### config.mk
export PLATFORM = sky130hd
export DESIGN_NAME = pipe_and_quote_command_tokenizer_core_flat
export DESIGN_NICKNAME = d
export VERILOG_FILES = /design/src/rtl/ptok_pkg.sv /design/src/rtl/ptok_if.sv /design/src/rtl/ptok_hold_mem.sv /design/src/rtl/pipe_and_quote_command_tokenizer_core.sv /design/src/flat_wrapper.sv
export SDC_FILE = /design/constraint.sdc
export NUM_CORES = 1
export LEC_CHECK = 0
export BUFFER_PORTS_ARGS = -buffer_cell sky130_fd_sc_hd__buf_2
export CELL_PAD_IN_SITES_DETAIL_PLACEMENT = 1
export CELL_PAD_IN_SITES_GLOBAL_PLACEMENT = 1
export CORE_MARGIN = 2
export CORE_UTILIZATION = 53
export DETAILED_ROUTE_END_ITERATION = 12
export MAX_ROUTING_LAYER = met4
export PLACE_DENSITY_LB_ADDON = 0.1
export SLEW_MARGIN = 20
export SYNTH_ARGS = -nofsm -noshare
export SYNTH_HDL_FRONTEND = slang
export SYNTH_SLANG_ARGS = --single-unit
export TNS_END_PERCENT = 100
### constraint.sdc
create_clock -name clock -period 4.2 [get_ports clock]
set_clock_uncertainty 0.15 [all_clocks]
set_input_delay 0.84 -clock clock [delete_from_list [all_inputs] [get_ports clock]]
set_output_delay 0.84 -clock clock [all_outputs]
set_load 0.01 [all_outputs]
### src/rtl/ptok_pkg.sv
`timescale 1ns / 1ps
// ----------------------------------------------------------------------------
// ptok_pkg
// Shared constants, result codes and byte classes for the command tokenizer.
// ----------------------------------------------------------------------------
package ptok_pkg;

   // default sizes, handed to the top level parameters
   localparam int MAX_COMMANDS_DEF = 8;
   localparam int MAX_ARGS_DEF     = 8;
   localparam int HOLD_DEPTH_DEF   = 56;

   // payload widths
   localparam int CHAR_W   = 8;
   localparam int KIND_W   = 2;
   localparam int NUM_W    = 3;
   localparam int STATUS_W = 2;
   localparam int CMD_CNT_W = 4;

   localparam logic [CMD_CNT_W-1:0] CMD_COUNT_MAX = 4'hF;

   // result kinds
   localparam logic [KIND_W-1:0] KIND_ARG_BYTE = 2'd0;
   localparam logic [KIND_W-1:0] KIND_ARG_END  = 2'd1;
   localparam logic [KIND_W-1:0] KIND_CMD_END  = 2'd2;
   localparam logic [KIND_W-1:0] KIND_STATUS   = 2'd3;

   // line status codes
   localparam logic [STATUS_W-1:0] STATUS_OK       = 2'd0;
   localparam logic [STATUS_W-1:0] STATUS_NO_CMDS  = 2'd1;
   localparam logic [STATUS_W-1:0] STATUS_TOO_MANY = 2'd2;
   localparam logic [STATUS_W-1:0] STATUS_OVERFLOW = 2'd3;

   // latched line errors
   localparam logic [1:0] ERR_NONE     = 2'd0;
   localparam logic [1:0] ERR_WS_SEG   = 2'd1;
   localparam logic [1:0] ERR_OVERFLOW = 2'd3;

   // special bytes
   localparam logic [CHAR_W-1:0] PIPE_BYTE = 8'h7C;
   localparam logic [CHAR_W-1:0] DQUOTE    = 8'h22;
   localparam logic [CHAR_W-1:0] SQUOTE    = 8'h27;

   // space, tab, LF, VT, FF, CR
   function automatic logic is_ws(input logic [CHAR_W-1:0] c);
      return (c == 8'd32) || ((c >= 8'd9) && (c <= 8'd13));
   endfunction

endpackage

### src/rtl/ptok_if.sv
`timescale 1ns / 1ps
// ----------------------------------------------------------------------------
// ptok_if
// Valid/ready channels for input bytes and tokenizer results.
// ----------------------------------------------------------------------------
interface ptok_req_if import ptok_pkg::*; ();
   logic              valid;
   logic              ready;
   logic [CHAR_W-1:0] char_value;
   logic              end_of_line;

   modport source (output valid, char_value, end_of_line, input ready);
   modport sink   (input valid, char_value, end_of_line, output ready);
endinterface

interface ptok_rsp_if import ptok_pkg::*; ();
   logic                valid;
   logic                ready;
   logic [KIND_W-1:0]   kind;
   logic [CHAR_W-1:0]   arg_byte;
   logic [NUM_W-1:0]    command_number;
   logic [NUM_W-1:0]    argument_number;
   logic [STATUS_W-1:0] line_status;
   logic                last_of_run;

   modport source (output valid, kind, arg_byte, command_number, argument_number,
                   line_status, last_of_run, input ready);
   modport sink   (input valid, kind, arg_byte, command_number, argument_number,
                   line_status, last_of_run, output ready);
endinterface

### src/rtl/ptok_hold_mem.sv
`timescale 1ns / 1ps
// ----------------------------------------------------------------------------
// ptok_hold_mem
// Buffer for whitespace held inside an open quote; one write port and one
// read port with registered read data.
// ----------------------------------------------------------------------------
module ptok_hold_mem import ptok_pkg::*; #(
   parameter int DEPTH = HOLD_DEPTH_DEF
) (
   input  logic                     clock,
   input  logic                     wr_en,
   input  logic [$clog2(DEPTH)-1:0] wr_addr,
   input  logic [CHAR_W-1:0]        wr_data,
   input  logic [$clog2(DEPTH)-1:0] rd_addr,
   output logic [CHAR_W-1:0]        rd_data
);

   logic [CHAR_W-1:0] mem [0:DEPTH-1];
   logic [CHAR_W-1:0] rd_data_ff;

   always_ff @(posedge clock) begin
      if (wr_en) begin
         mem[wr_addr] <= wr_data;
      end
      rd_data_ff <= mem[rd_addr];
   end

   assign rd_data = rd_data_ff;

endmodule

### src/rtl/pipe_and_quote_command_tokenizer_core.sv
`timescale 1ns / 1ps
// A byte's results are issued from the emit state through the output register;
//   no new byte is taken until the last result of the current byte has been loaded.
//   The output sequencer issues one result per cycle while the output is not stalled,
//   held whitespace read one entry per cycle from the hold buffer port.
// Reset: synchronous, active high; clears line state, sequencer and output valid.
//   The hold buffer is not cleared; only entries written on the line are read.
// ----------------------------------------------------------------------------
// pipe_and_quote_command_tokenizer_core
// Splits a byte stream into piped commands and quoted/whitespace arguments,
// streaming argument bytes, argument ends, command ends and a line status.
// ----------------------------------------------------------------------------
module pipe_and_quote_command_tokenizer_core import ptok_pkg::*; #(
   parameter int MAX_COMMANDS = MAX_COMMANDS_DEF,
   parameter int MAX_ARGS     = MAX_ARGS_DEF,
   parameter int HOLD_DEPTH   = HOLD_DEPTH_DEF
) (
   input  logic     clock,
   input  logic     reset,
   ptok_req_if.sink   req_chan,
   ptok_rsp_if.source rsp_chan
);

   localparam int ARG_W = $clog2(MAX_ARGS);
   localparam int PC_W  = $clog2(MAX_COMMANDS + 1);
   localparam int HC_W  = $clog2(HOLD_DEPTH + 1);
   localparam int HA_W  = $clog2(HOLD_DEPTH);

   typedef enum logic {ST_IDLE, ST_EMIT} state_type;

   state_type state_ff, state_in;

   // line state
   logic                 quote_open_ff,   quote_open_in;
   logic                 quote_single_ff, quote_single_in;
   logic                 token_open_ff,   token_open_in;
   logic [ARG_W-1:0]     arg_count_ff,    arg_count_in;
   logic [CMD_CNT_W-1:0] cmd_count_ff,    cmd_count_in;
   logic [PC_W-1:0]      pipe_count_ff,   pipe_count_in;
   logic [1:0]           seg_flags_ff,    seg_flags_in;
   logic [HC_W-1:0]      held_count_ff,   held_count_in;
   logic [1:0]           error_code_ff,   error_code_in;

   // pending results of the current byte
   logic [HC_W-1:0]      flush_cnt_ff,    flush_cnt_in;
   logic [HC_W-1:0]      flush_idx_ff,    flush_idx_in;
   logic                 pend_a_ff,       pend_a_in;
   logic                 a_is_end_ff,     a_is_end_in;
   logic [CHAR_W-1:0]    a_byte_ff,       a_byte_in;
   logic                 pend_c_ff,       pend_c_in;
   logic                 pend_ce_ff,      pend_ce_in;
   logic                 pend_s_ff,       pend_s_in;
   logic [STATUS_W-1:0]  status_ff,       status_in;
   logic [NUM_W-1:0]     run_cmd_ff,      run_cmd_in;
   logic [NUM_W-1:0]     run_arg_ff,      run_arg_in;

   // output register
   logic                 rsp_valid_ff,    rsp_valid_in;
   logic [KIND_W-1:0]    out_kind_ff,     out_kind_in;
   logic [CHAR_W-1:0]    out_byte_ff,     out_byte_in;
   logic [NUM_W-1:0]     out_cmd_ff,      out_cmd_in;
   logic [NUM_W-1:0]     out_arg_ff,      out_arg_in;
   logic [STATUS_W-1:0]  out_status_ff,   out_status_in;
   logic                 out_last_ff,     out_last_in;

   logic                 req_ready;
   logic                 req_fire;
   logic                 load_ok;
   logic                 hold_wr_en;
   logic [CHAR_W-1:0]    hold_rd_data;
   logic [ARG_W+2:0]     arg_ext;

   assign req_ready = (state_ff == ST_IDLE);
   assign req_fire  = req_chan.valid & req_ready;
   assign load_ok   = ~rsp_valid_ff | rsp_chan.ready;
   assign arg_ext   = {3'b000, arg_count_ff};

   ptok_hold_mem #(
      .DEPTH (HOLD_DEPTH)
   ) u_hold (
      .clock   (clock),
      .wr_en   (hold_wr_en),
      .wr_addr (held_count_ff[HA_W-1:0]),
      .wr_data (req_chan.char_value),
      .rd_addr (flush_idx_in[HA_W-1:0]),
      .rd_data (hold_rd_data)
   );

   always_comb begin : step_logic
      logic              ws;
      logic [CHAR_W-1:0] c;
      logic [CHAR_W-1:0] qch;
      logic              more;

      state_in        = state_ff;
      quote_open_in   = quote_open_ff;
      quote_single_in = quote_single_ff;
      token_open_in   = token_open_ff;
      arg_count_in    = arg_count_ff;
      cmd_count_in    = cmd_count_ff;
      pipe_count_in   = pipe_count_ff;
      seg_flags_in    = seg_flags_ff;
      held_count_in   = held_count_ff;
      error_code_in   = error_code_ff;
      flush_cnt_in    = flush_cnt_ff;
      flush_idx_in    = flush_idx_ff;
      pend_a_in       = pend_a_ff;
      a_is_end_in     = a_is_end_ff;
      a_byte_in       = a_byte_ff;
      pend_c_in       = pend_c_ff;
      pend_ce_in      = pend_ce_ff;
      pend_s_in       = pend_s_ff;
      status_in       = status_ff;
      run_cmd_in      = run_cmd_ff;
      run_arg_in      = run_arg_ff;
      rsp_valid_in    = rsp_valid_ff & ~rsp_chan.ready;
      out_kind_in     = out_kind_ff;
      out_byte_in     = out_byte_ff;
      out_cmd_in      = out_cmd_ff;
      out_arg_in      = out_arg_ff;
      out_status_in   = out_status_ff;
      out_last_in     = out_last_ff;
      hold_wr_en      = 1'b0;
      c               = req_chan.char_value;
      ws              = is_ws(c);
      qch             = quote_single_ff ? SQUOTE : DQUOTE;
      more            = 1'b0;

      if (req_fire) begin
         flush_cnt_in = '0;
         flush_idx_in = '0;
         pend_a_in    = 1'b0;
         a_is_end_in  = 1'b0;
         a_byte_in    = c;
         pend_c_in    = 1'b0;
         pend_ce_in   = 1'b0;
         pend_s_in    = req_chan.end_of_line;
         run_cmd_in   = cmd_count_ff[NUM_W-1:0];
         run_arg_in   = arg_ext[NUM_W-1:0];

         if (c == PIPE_BYTE) begin
            if (token_open_ff) begin
               pend_a_in   = 1'b1;
               a_is_end_in = 1'b1;
            end
            token_open_in   = 1'b0;
            quote_open_in   = 1'b0;
            quote_single_in = 1'b0;
            held_count_in   = '0;
            if (seg_flags_ff[0]) begin
               pend_ce_in = 1'b1;
               if (cmd_count_ff != CMD_COUNT_MAX) cmd_count_in = cmd_count_ff + 1'b1;
            end else if (seg_flags_ff[1] && (pipe_count_ff != '0)) begin
               error_code_in = ERR_WS_SEG;
            end
            arg_count_in = '0;
            seg_flags_in = '0;
            if (pipe_count_ff < PC_W'(MAX_COMMANDS)) pipe_count_in = pipe_count_ff + 1'b1;
         end else begin
            seg_flags_in = {1'b1, seg_flags_ff[0] | ~ws};
            if (token_open_ff && quote_open_ff) begin
               if (c == qch) begin
                  // closing quote: held whitespace goes out, then the end
                  flush_cnt_in    = held_count_ff;
                  pend_a_in       = 1'b1;
                  a_is_end_in     = 1'b1;
                  arg_count_in    = arg_count_ff + 1'b1;
                  token_open_in   = 1'b0;
                  quote_open_in   = 1'b0;
                  quote_single_in = 1'b0;
                  held_count_in   = '0;
               end else if (ws) begin
                  if (held_count_ff < HC_W'(HOLD_DEPTH)) begin
                     hold_wr_en    = 1'b1;
                     held_count_in = held_count_ff + 1'b1;
                  end else if (error_code_ff == ERR_NONE) begin
                     error_code_in = ERR_OVERFLOW;
                  end
               end else begin
                  flush_cnt_in  = held_count_ff;
                  pend_a_in     = 1'b1;
                  held_count_in = '0;
               end
            end else if (token_open_ff) begin
               pend_a_in = 1'b1;
               if (ws) begin
                  a_is_end_in     = 1'b1;
                  arg_count_in    = arg_count_ff + 1'b1;
                  token_open_in   = 1'b0;
                  quote_open_in   = 1'b0;
                  quote_single_in = 1'b0;
                  held_count_in   = '0;
               end
            end else if (!ws && (arg_count_ff < ARG_W'(MAX_ARGS - 1))) begin
               token_open_in = 1'b1;
               if ((c == DQUOTE) || (c == SQUOTE)) begin
                  quote_open_in   = 1'b1;
                  quote_single_in = (c == SQUOTE);
                  held_count_in   = '0;
               end else begin
                  pend_a_in = 1'b1;
               end
            end
         end

         if (req_chan.end_of_line) begin
            // close the last segment, judge the line, then start clean
            pend_c_in = token_open_in;
            if (seg_flags_in[0]) begin
               pend_ce_in = 1'b1;
               if (cmd_count_in != CMD_COUNT_MAX) cmd_count_in = cmd_count_in + 1'b1;
            end
            priority if ((pipe_count_in == '0) && (cmd_count_in == '0)) begin
               status_in = STATUS_NO_CMDS;
            end else if (pipe_count_in >= PC_W'(MAX_COMMANDS)) begin
               status_in = STATUS_TOO_MANY;
            end else if (error_code_in == ERR_WS_SEG) begin
               status_in = STATUS_NO_CMDS;
            end else if (cmd_count_in == '0) begin
               status_in = STATUS_NO_CMDS;
            end else if (error_code_in == ERR_OVERFLOW) begin
               status_in = STATUS_OVERFLOW;
            end else begin
               status_in = STATUS_OK;
            end
            quote_open_in   = 1'b0;
            quote_single_in = 1'b0;
            token_open_in   = 1'b0;
            arg_count_in    = '0;
            cmd_count_in    = '0;
            pipe_count_in   = '0;
            seg_flags_in    = '0;
            held_count_in   = '0;
            error_code_in   = ERR_NONE;
         end

         if ((flush_cnt_in != '0) || pend_a_in || pend_c_in || pend_ce_in || pend_s_in) begin
            state_in = ST_EMIT;
         end
      end else if ((state_ff == ST_EMIT) && load_ok) begin
         rsp_valid_in  = 1'b1;
         out_byte_in   = '0;
         out_cmd_in    = run_cmd_ff;
         out_arg_in    = run_arg_ff;
         out_status_in = STATUS_OK;
         priority if (flush_idx_ff != flush_cnt_ff) begin
            out_kind_in  = KIND_ARG_BYTE;
            out_byte_in  = hold_rd_data;
            flush_idx_in = flush_idx_ff + 1'b1;
            more = (flush_idx_in != flush_cnt_ff) | pend_a_ff | pend_c_ff | pend_ce_ff
                   | pend_s_ff;
         end else if (pend_a_ff) begin
            out_kind_in = a_is_end_ff ? KIND_ARG_END : KIND_ARG_BYTE;
            out_byte_in = a_is_end_ff ? '0 : a_byte_ff;
            pend_a_in   = 1'b0;
            more        = pend_c_ff | pend_ce_ff | pend_s_ff;
         end else if (pend_c_ff) begin
            out_kind_in = KIND_ARG_END;
            pend_c_in   = 1'b0;
            more        = pend_ce_ff | pend_s_ff;
         end else if (pend_ce_ff) begin
            out_kind_in = KIND_CMD_END;
            out_arg_in  = '0;
            pend_ce_in  = 1'b0;
            more        = pend_s_ff;
         end else begin
            out_kind_in   = KIND_STATUS;
            out_cmd_in    = '0;
            out_arg_in    = '0;
            out_status_in = status_ff;
            pend_s_in     = 1'b0;
            more          = 1'b0;
         end
         out_last_in = ~more;
         if (!more) state_in = ST_IDLE;
      end
   end

   always_ff @(posedge clock) begin
      if (reset) begin
         state_ff        <= ST_IDLE;
         quote_open_ff   <= 1'b0;
         quote_single_ff <= 1'b0;
         token_open_ff   <= 1'b0;
         arg_count_ff    <= '0;
         cmd_count_ff    <= '0;
         pipe_count_ff   <= '0;
         seg_flags_ff    <= '0;
         held_count_ff   <= '0;
         error_code_ff   <= ERR_NONE;
         flush_cnt_ff    <= '0;
         flush_idx_ff    <= '0;
         pend_a_ff       <= 1'b0;
         pend_c_ff       <= 1'b0;
         pend_ce_ff      <= 1'b0;
         pend_s_ff       <= 1'b0;
         rsp_valid_ff    <= 1'b0;
      end else begin
         state_ff        <= state_in;
         quote_open_ff   <= quote_open_in;
         quote_single_ff <= quote_single_in;
         token_open_ff   <= token_open_in;
         arg_count_ff    <= arg_count_in;
         cmd_count_ff    <= cmd_count_in;
         pipe_count_ff   <= pipe_count_in;
         seg_flags_ff    <= seg_flags_in;
         held_count_ff   <= held_count_in;
         error_code_ff   <= error_code_in;
         flush_cnt_ff    <= flush_cnt_in;
         flush_idx_ff    <= flush_idx_in;
         pend_a_ff       <= pend_a_in;
         pend_c_ff       <= pend_c_in;
         pend_ce_ff      <= pend_ce_in;
         pend_s_ff       <= pend_s_in;
         rsp_valid_ff    <= rsp_valid_in;
      end
      a_is_end_ff   <= a_is_end_in;
      a_byte_ff     <= a_byte_in;
      status_ff     <= status_in;
      run_cmd_ff    <= run_cmd_in;
      run_arg_ff    <= run_arg_in;
      out_kind_ff   <= out_kind_in;
      out_byte_ff   <= out_byte_in;
      out_cmd_ff    <= out_cmd_in;
      out_arg_ff    <= out_arg_in;
      out_status_ff <= out_status_in;
      out_last_ff   <= out_last_in;
   end

   assign req_chan.ready           = req_ready;
   assign rsp_chan.valid           = rsp_valid_ff;
   assign rsp_chan.kind            = out_kind_ff;
   assign rsp_chan.arg_byte        = out_byte_ff;
   assign rsp_chan.command_number  = out_cmd_ff;
   assign rsp_chan.argument_number = out_arg_ff;
   assign rsp_chan.line_status     = out_status_ff;
   assign rsp_chan.last_of_run     = out_last_ff;

endmodule
### src/flat_wrapper.sv
// flat-port wrapper written by rule: the top's interface ports become plain ports
module pipe_and_quote_command_tokenizer_core_flat import ptok_pkg::*;
#(
   parameter int MAX_COMMANDS = MAX_COMMANDS_DEF,
   parameter int MAX_ARGS     = MAX_ARGS_DEF,
   parameter int HOLD_DEPTH   = HOLD_DEPTH_DEF
)
  (clock, reset, req_chan_valid, req_chan_char_value, req_chan_end_of_line, req_chan_ready, rsp_chan_valid, rsp_chan_kind, rsp_chan_arg_byte, rsp_chan_command_number, rsp_chan_argument_number, rsp_chan_line_status, rsp_chan_last_of_run, rsp_chan_ready);
  ptok_req_if req_chan_i ();
  ptok_rsp_if rsp_chan_i ();
  input  logic clock;
  input  logic reset;
  input wire logic [$bits(req_chan_i.valid)-1:0] req_chan_valid;
  input wire logic [$bits(req_chan_i.char_value)-1:0] req_chan_char_value;
  input wire logic [$bits(req_chan_i.end_of_line)-1:0] req_chan_end_of_line;
  output wire logic [$bits(req_chan_i.ready)-1:0] req_chan_ready;
  output wire logic [$bits(rsp_chan_i.valid)-1:0] rsp_chan_valid;
  output wire logic [$bits(rsp_chan_i.kind)-1:0] rsp_chan_kind;
  output wire logic [$bits(rsp_chan_i.arg_byte)-1:0] rsp_chan_arg_byte;
  output wire logic [$bits(rsp_chan_i.command_number)-1:0] rsp_chan_command_number;
  output wire logic [$bits(rsp_chan_i.argument_number)-1:0] rsp_chan_argument_number;
  output wire logic [$bits(rsp_chan_i.line_status)-1:0] rsp_chan_line_status;
  output wire logic [$bits(rsp_chan_i.last_of_run)-1:0] rsp_chan_last_of_run;
  input wire logic [$bits(rsp_chan_i.ready)-1:0] rsp_chan_ready;
  assign req_chan_i.valid = req_chan_valid;
  assign req_chan_i.char_value = req_chan_char_value;
  assign req_chan_i.end_of_line = req_chan_end_of_line;
  assign req_chan_ready = req_chan_i.ready;
  assign rsp_chan_valid = rsp_chan_i.valid;
  assign rsp_chan_kind = rsp_chan_i.kind;
  assign rsp_chan_arg_byte = rsp_chan_i.arg_byte;
  assign rsp_chan_command_number = rsp_chan_i.command_number;
  assign rsp_chan_argument_number = rsp_chan_i.argument_number;
  assign rsp_chan_line_status = rsp_chan_i.line_status;
  assign rsp_chan_last_of_run = rsp_chan_i.last_of_run;
  assign rsp_chan_i.ready = rsp_chan_ready;
  pipe_and_quote_command_tokenizer_core #(.MAX_COMMANDS(MAX_COMMANDS), .MAX_ARGS(MAX_ARGS), .HOLD_DEPTH(HOLD_DEPTH)) u_core (.clock(clock), .reset(reset), .req_chan(req_chan_i), .rsp_chan(rsp_chan_i));
endmodule
==> results of run 1 <==
critical path: stages:
cell      delay (ns)
buf_2           0.13
or2_2           0.31
nor3_1          0.69
buf_4           0.24
and3_1          0.18
mux2_2          0.36
ha_1            0.27
or3b_2          0.49
o22a_1          0.18
o32ai_1         0.13
nand2b_1        0.11
a31o_2          0.24
flip-flops by register name, summed over array words and instances (netlist names), 4 cells and up:
signal and flops:
u_core.flush_cnt_ff 6, u_core.u_hold.rd_data 8, u_core.u_hold.mem 448, u_core.cmd_count_ff 4, u_core.rsp_chan.arg_byte 8, u_core.held_count_ff 6
u_core.flush_idx_ff 6, u_core.pipe_count_ff 4, u_core.a_byte_ff 8
per-layer routing:
metal / part of all wire [%] / wire length [um] / global-route usage [%]
met2: 48 / 28900 / 46.9
met5: 0 / 0 / -
met3: 6.9 / 4100 / 5.94
met1: 42 / 24900 / 38.6
met4: 2.9 / 1710 / 8.85
layout make-up:
cell class,instances,area [sq um],area share [%]
Inverter,15,56.3,0.227
Multi-Input combinational cell,887,5740,23.2
Timing Repair Buffer,150,1110,4.47
Antenna cell,2,5.00,0.0202
Clock buffer,69,1470,5.94
Tap cell,532,666,2.69
Clock inverter,27,176,0.713
Sequential cell,534,15500,62.8
metrics by stage:
stage               cells  power [mW]  setup WS [ns]
floorplan            1521        6.04          0.274
global placement     2118        6.18         -0.386
detailed placement   2118        6.19         -0.377
CTS                  2214        10.7          0.262
global route         2216        10.9          0.221
finish               2216        10.6          0.220
cells in the mapped netlist (all sizes together) (5+ instances only):
cell    count
edfxtp    484
a22oi      21
a21o        6
nand3      55
mux4       35
a22o       22
a211oi      8
nand3b      5
ha          7
dfxtp      50
a32oi       9
or3        13
nand4b      5
a211o      13
nor2      125
nand2     194
and3        8
nor3       43
nor2b      10
buf        53
nand4       7
xor2        6
a31oi      19
mux2i      60
clkbuf     32
o221ai      7
inv        15
o21ai      31
o22ai       8
a21oi     102
mux2        6
o211ai      9
xnor2      11
kinds of logic after synthesis:
group / Yosys count
simple gates: 486
mux: 101
buf+inv: 100
fa+ha+maj: 8
xor+xnor: 17
compound gates: 275
flops: 534
worst min-delay path by stage:
stage / start / end / slack [ns] / cells past startpoint
2_1_floorplan: u_core.seg_flags_ff[1] / u_core.seg_flags_ff[1] / 0.29 / 2
3_3_place_gp: u_core.seg_flags_ff[1] / u_core.seg_flags_ff[1] / 0.30 / 2
3_5_place_dp: u_core.seg_flags_ff[1] / u_core.seg_flags_ff[1] / 0.32 / 2
4_1_cts: u_core.seg_flags_ff[1] / u_core.seg_flags_ff[1] / 0.32 / 2
5_1_grt: u_core.seg_flags_ff[1] / u_core.seg_flags_ff[1] / 0.34 / 2
6_report: u_core.seg_flags_ff[1] / u_core.seg_flags_ff[1] / 0.32 / 2
report_power, final:
group / leakage [nW] / switching, mW / internal [mW]
clock: 0.811 / 1.98 / 2.58
combinational: 2.63 / 0.181 / 0.0504
sequential: 4.78 / 0.0210 / 5.82
==> out/qor.yml, run 1 <==
die_x_um: 206
insertion_delay_ns: 0.60
tritoncts: "yes"
mostFrequentLayoutCells: "484 x edfxtp_1, 192 x nand2_1, 120 x nor2_1"
critical_path.max_fanout: 2
dp_hpwl_um: 38100
synth.area.top_cells: "edfxtp_1 67%, dfxtp_1 4.6%, mux4_2 3.6%"
max_freq_mhz: 251
hold_violations: 0
muxShareOfSynthArea_pct: 6.84
cts_buffer_depth: 3
min_path_type: "reg -> reg"
maxSlewViolCount: 0
r2r_cells: 10
final_common_cell: "edfxtp_1"
yosysUniqueCellTypes: 67
design_area_sq_um: 24800
tns_ns: 0
drive_above_1_share_pct: 16.9
grt_pass1_vias: 14100
ios: 34
cts_resized: 0
crit_path_end: "u_core.status_ff[1]"
drt_iter0_drc: 1329
synth-simple-area-share_pct: 10.1
status: "finished clean"
final_util_pct: 60.9
vias: 13500
antenna_found_initial: 2
grt_pass1_wl_um: 88700
leakagePower_nw: 8.22
tightest_slew_ns: 0.821
crit_type: "in -> reg"
dieArea_sq_um: 42600
fp.coreArea_sq_um: 40600
synth_nets: 1541
ctsHoldBuffers: 0
initial_core_util_pct: 53.4
rr_startpoint: "u_core.flush_idx_ff[3]"
crit_path_end_kind: "flip-flop"
dpl_cell_area_sq_um: 23100
nNetsFinal: 1662
totalWireLength_um: 59600
rows: 74
clock_sinks: 534
avgSynthCellArea_sq_um: 14.3
timing.rr.end: "u_core.u_hold.rd_data[6]"
yosys.area.top_type: "edfxtp_1"
grt_util_all_layers_pct: 29.5
seq_area_frac_synth_pct: 71.5
setup_viol: 0
root_buffer: "clkbuf_16"
synth_area_sq_um: 21700
viasPerCell: 6.11
synth_top_area_share_pct: 66.9
min_period_ns: 3.98
firstDrtPassIters: 5
crit_start: "req_chan_char_value[1]"
synth_compound_area_share_pct: 8.27
synth_seq_cells: 534
rrSetupSlack_ns: 0.42
synth_fa_ha_area_share_pct: 0.449
cp.arrival_ns: 4.18
async_flop_share_pct: 0
required_ns: 4.40
rsz0062_at_grt: "no"
syn_to_final_growth_pct: 13.9
synth_top_family_by_area: "simple AND/OR/NAND/NOR gates"
clk_pin_slew_ns: 0.06
start_kind: "input pin"
slew_headroom_pct: 44.8
synthCells: 1521
ys_warn_count: 0
final.period_utilization_pct: 94.8
gp_congestion: 0.922
dominantRegCellSynth: "edfxtp_1"
gr-total-overflow: 0
die_h_um: 206
hold_slack_ns: 0.316
synth_edf_count: 484
maxCapViolCount: 0
drc_errors: 0
wire_per_inst_um: 26.9
io_buffers: 33
htreeDepth: 2
synth_xor_area_share_pct: 0.685
cts-buffers-inserted: 54
post_cts_buffers: 0
grt_max_degree: 64
ir_drop_mv: 0.370
p_per_area_nw_per_um2: 430
fill_cells: 3828
ant_nets: 0
(Power assumes the default switching activity.)
==> run 2: changes to the inputs <==
--- a/config.mk
+++ b/config.mk
@@ -8,7 +8,7 @@
 export BUFFER_PORTS_ARGS = -buffer_cell sky130_fd_sc_hd__buf_2
 export CELL_PAD_IN_SITES_DETAIL_PLACEMENT = 1
 export CELL_PAD_IN_SITES_GLOBAL_PLACEMENT = 1
-export CORE_MARGIN = 2
+export CORE_MARGIN = 5
 export CORE_UTILIZATION = 53
 export DETAILED_ROUTE_END_ITERATION = 12
 export MAX_ROUTING_LAYER = met4
==> run 2 against run 1 <==
  * Sequential share of layout area shrank 0.30 points
  * Routed wire length rose by 3.8%
  * Clock power about the same
  * First-iteration DRC count up 0.53%
  * Via count increased by 2.5%
  * Utilization increased by 0.29 points
  * Sequential power about the same
  * Critical path type unchanged
  * Largest cell class unchanged
  * Highest routed layer unchanged
==> out/qor.yml, run 2 (synthesis gave the netlist of run 1 again) <==
clk_pin_slew_ns: 0.06  # about the same
insertedDiodeCount: 0  # -2
ctsHoldBuffers: 0  # unchanged
cts-buffers-inserted: 54  # unchanged
ios: 34  # unchanged
fp.coreArea_sq_um: 40600  # unchanged
rsz0062_at_grt: "no"
cts_resized: 0  # unchanged
syn_to_final_growth_pct: 14.5
setup_viol: 0  # unchanged
die_x_um: 212  # +2.9%
pre_cts_ws_ns: -0.535  # -0.158 ns
design_area_sq_um: 24900  # +0.48%
layout_setup_ws_ns: 0.426  # +0.205 ns
hold_end: "u_core.flush_cnt_ff[3]"
drt_iter0_drc: 1336  # +0.53%
tightest_slew_ns: 0.947  # +0.126 ns
regMostFlops: "u_core.u_hold.mem"
p_total_mw: 10.7  # +0.14%
initial_core_util_pct: 53.4  # unchanged
grt_util_all_layers_pct: 28.6  # -0.88 points
grt_pass1_vias: 14400  # +2.2%
p_per_area_nw_per_um2: 428  # -0.34%
crit_path_end_kind: "flip-flop"
critical_path.max_fanout: 2  # unchanged
htreeDepth: 2  # unchanged
maxCapViolCount: 0  # unchanged
holdPathStages: 2  # unchanged
cts_buffer_depth: 3  # unchanged
nNetsFinal: 1665  # +0.18%
placed_cells: 2121  # +0.14%
vias: 13900  # +2.5%
gp_congestion: 0.904  # -1.9%
tritoncts: "yes"
rows: 74  # unchanged
required_ns: 4.41  # about the same
dp_hpwl_um: 40900  # +7.3%
r2r_cells: 9  # -1
slew_headroom_pct: 36.3  # -8.6 points
post_cts_buffers: 0  # unchanged
io_buffers: 33  # unchanged
largest_register_ffs: 448  # unchanged
viasPerCell: 6.25  # +2.3%
ir_drop_mv: 0.396  # +7.0%
max_freq_mhz: 265  # +5.4%
totalWireLength_um: 61800  # +3.8%
crit_type: "in -> reg"
die_h_um: 212  # +2.9%
gr-total-overflow: 0  # unchanged
firstDrtPassIters: 6  # +1
drive_above_1_share_pct: 17.0  # +0.048 points
rrSetupSlack_ns: 0.48  # +0.06 ns
leakagePower_nw: 8.27  # +0.51%
grt_pass1_wl_um: 93200  # +5.1%
grt_max_degree: 60  # -6.3%
finalNonFillerCells: 2221  # +0.23%
dieArea_sq_um: 45100  # +5.9%
hold_violations: 0  # unchanged
clock_sinks: 534  # unchanged
min_path_type: "reg -> reg"
cp.arrival_ns: 3.99  # -0.19 ns
min-delay-start: "u_core.flush_cnt_ff[3]"
root_buffer: "clkbuf_16"
antenna_found_initial: 1  # -1
final_util_pct: 61.2  # +0.29 points
start_kind: "input pin"
rr_startpoint: "u_core.flush_idx_ff[2]"
status: "finished clean"
drc_errors: 0  # unchanged
final.period_utilization_pct: 89.9  # -4.9 points
timing.rr.end: "u_core.u_hold.rd_data[6]"
wire_per_inst_um: 27.8  # +3.5%
min_period_ns: 3.77  # -0.205 ns
mostFrequentLayoutCells: "484 x edfxtp_1, 192 x nand2_1, 120 x nor2_1"
final_common_cell: "edfxtp_1"
dpl_cell_area_sq_um: 23200  # +0.48%
maxSlewViolCount: 0  # unchanged
ant_nets: 0  # unchanged
insertion_delay_ns: 0.60  # about the same
==> run 2: cell count changes in the layout (fill, tap and decap cells not counted), moves of 2 or more <==
cell and delta:
clkinv_2 -2, buf_12 +7, clkinv_1 +2, clkbuf_1 +4, clkbuf_16 -2, buf_4 -4, diode_2 -2
==> run 2: area by class of cell <==
| cell class | instances | area (sq um) |
|---|---|---|
| sequential | 534 | 15500 |
| inverter | 15 | 56.3 |
| multi-input combinational | 887 | 5740 |
| clock inverter | 28 | 205 |
| fill | 3808 | 15800 |
| timing repair buffer | 153 | 1220 |
| clock buffer | 72 | 1450 |
| tap | 532 | 666 |
==> run 2: critical path, cell delays in order <==
cell	delay (ns)
buf_2	0.14
or2_2	0.32
nor3_2	0.52
buf_4	0.22
and3_1	0.17
mux2_2	0.36
ha_1	0.27
or3b_2	0.48
o22a_1	0.17
o32ai_1	0.12
nand2b_1	0.13
a31o_2	0.25
==> run 2: worst max path at each step <==
stage                                       from                  end  slack (ns)  cells past startpoint
after floorplan           req_chan_char_value[1]  u_core.status_ff[1]        0.27                     11
after global placement    req_chan_char_value[1]  u_core.status_ff[1]       -0.54                     12
after detailed placement  req_chan_char_value[1]  u_core.status_ff[1]       -0.53                     12
after CTS                 req_chan_char_value[1]  u_core.status_ff[1]        0.09                     12
after global routing      req_chan_char_value[6]  u_core.status_ff[1]        0.24                     13
final                     req_chan_char_value[1]  u_core.status_ff[1]        0.43                     12
==> run 2: metal layers <==
layer / global-route usage [%] / part of all wire (%) / up-vias
li1: - / - / 6069
met1: 38.9 / 41 / 7173
met2: 45.5 / 49 / 544
met3: 4.50 / 7.2 / 97
met4: 8.28 / 2.7 / 0
met5: - / 0 / -
==> run 2: power by group <==
part           internal (mW)  leakage [nW]  total, mW  switching (mW)
registers               5.82          4.78       5.85          0.0211
clock network           2.60         0.812       4.57            1.97
logic                 0.0554          2.68      0.238           0.183
==> run 2: stage by stage <==
step	hold slack [ns]	TNS, ns
final	0.326	0
after global routing	0.353	0
after CTS	0.328	0
after detailed placement	0.321	-0.959
after global placement	0.305	-0.859
after floorplan	0.286	0
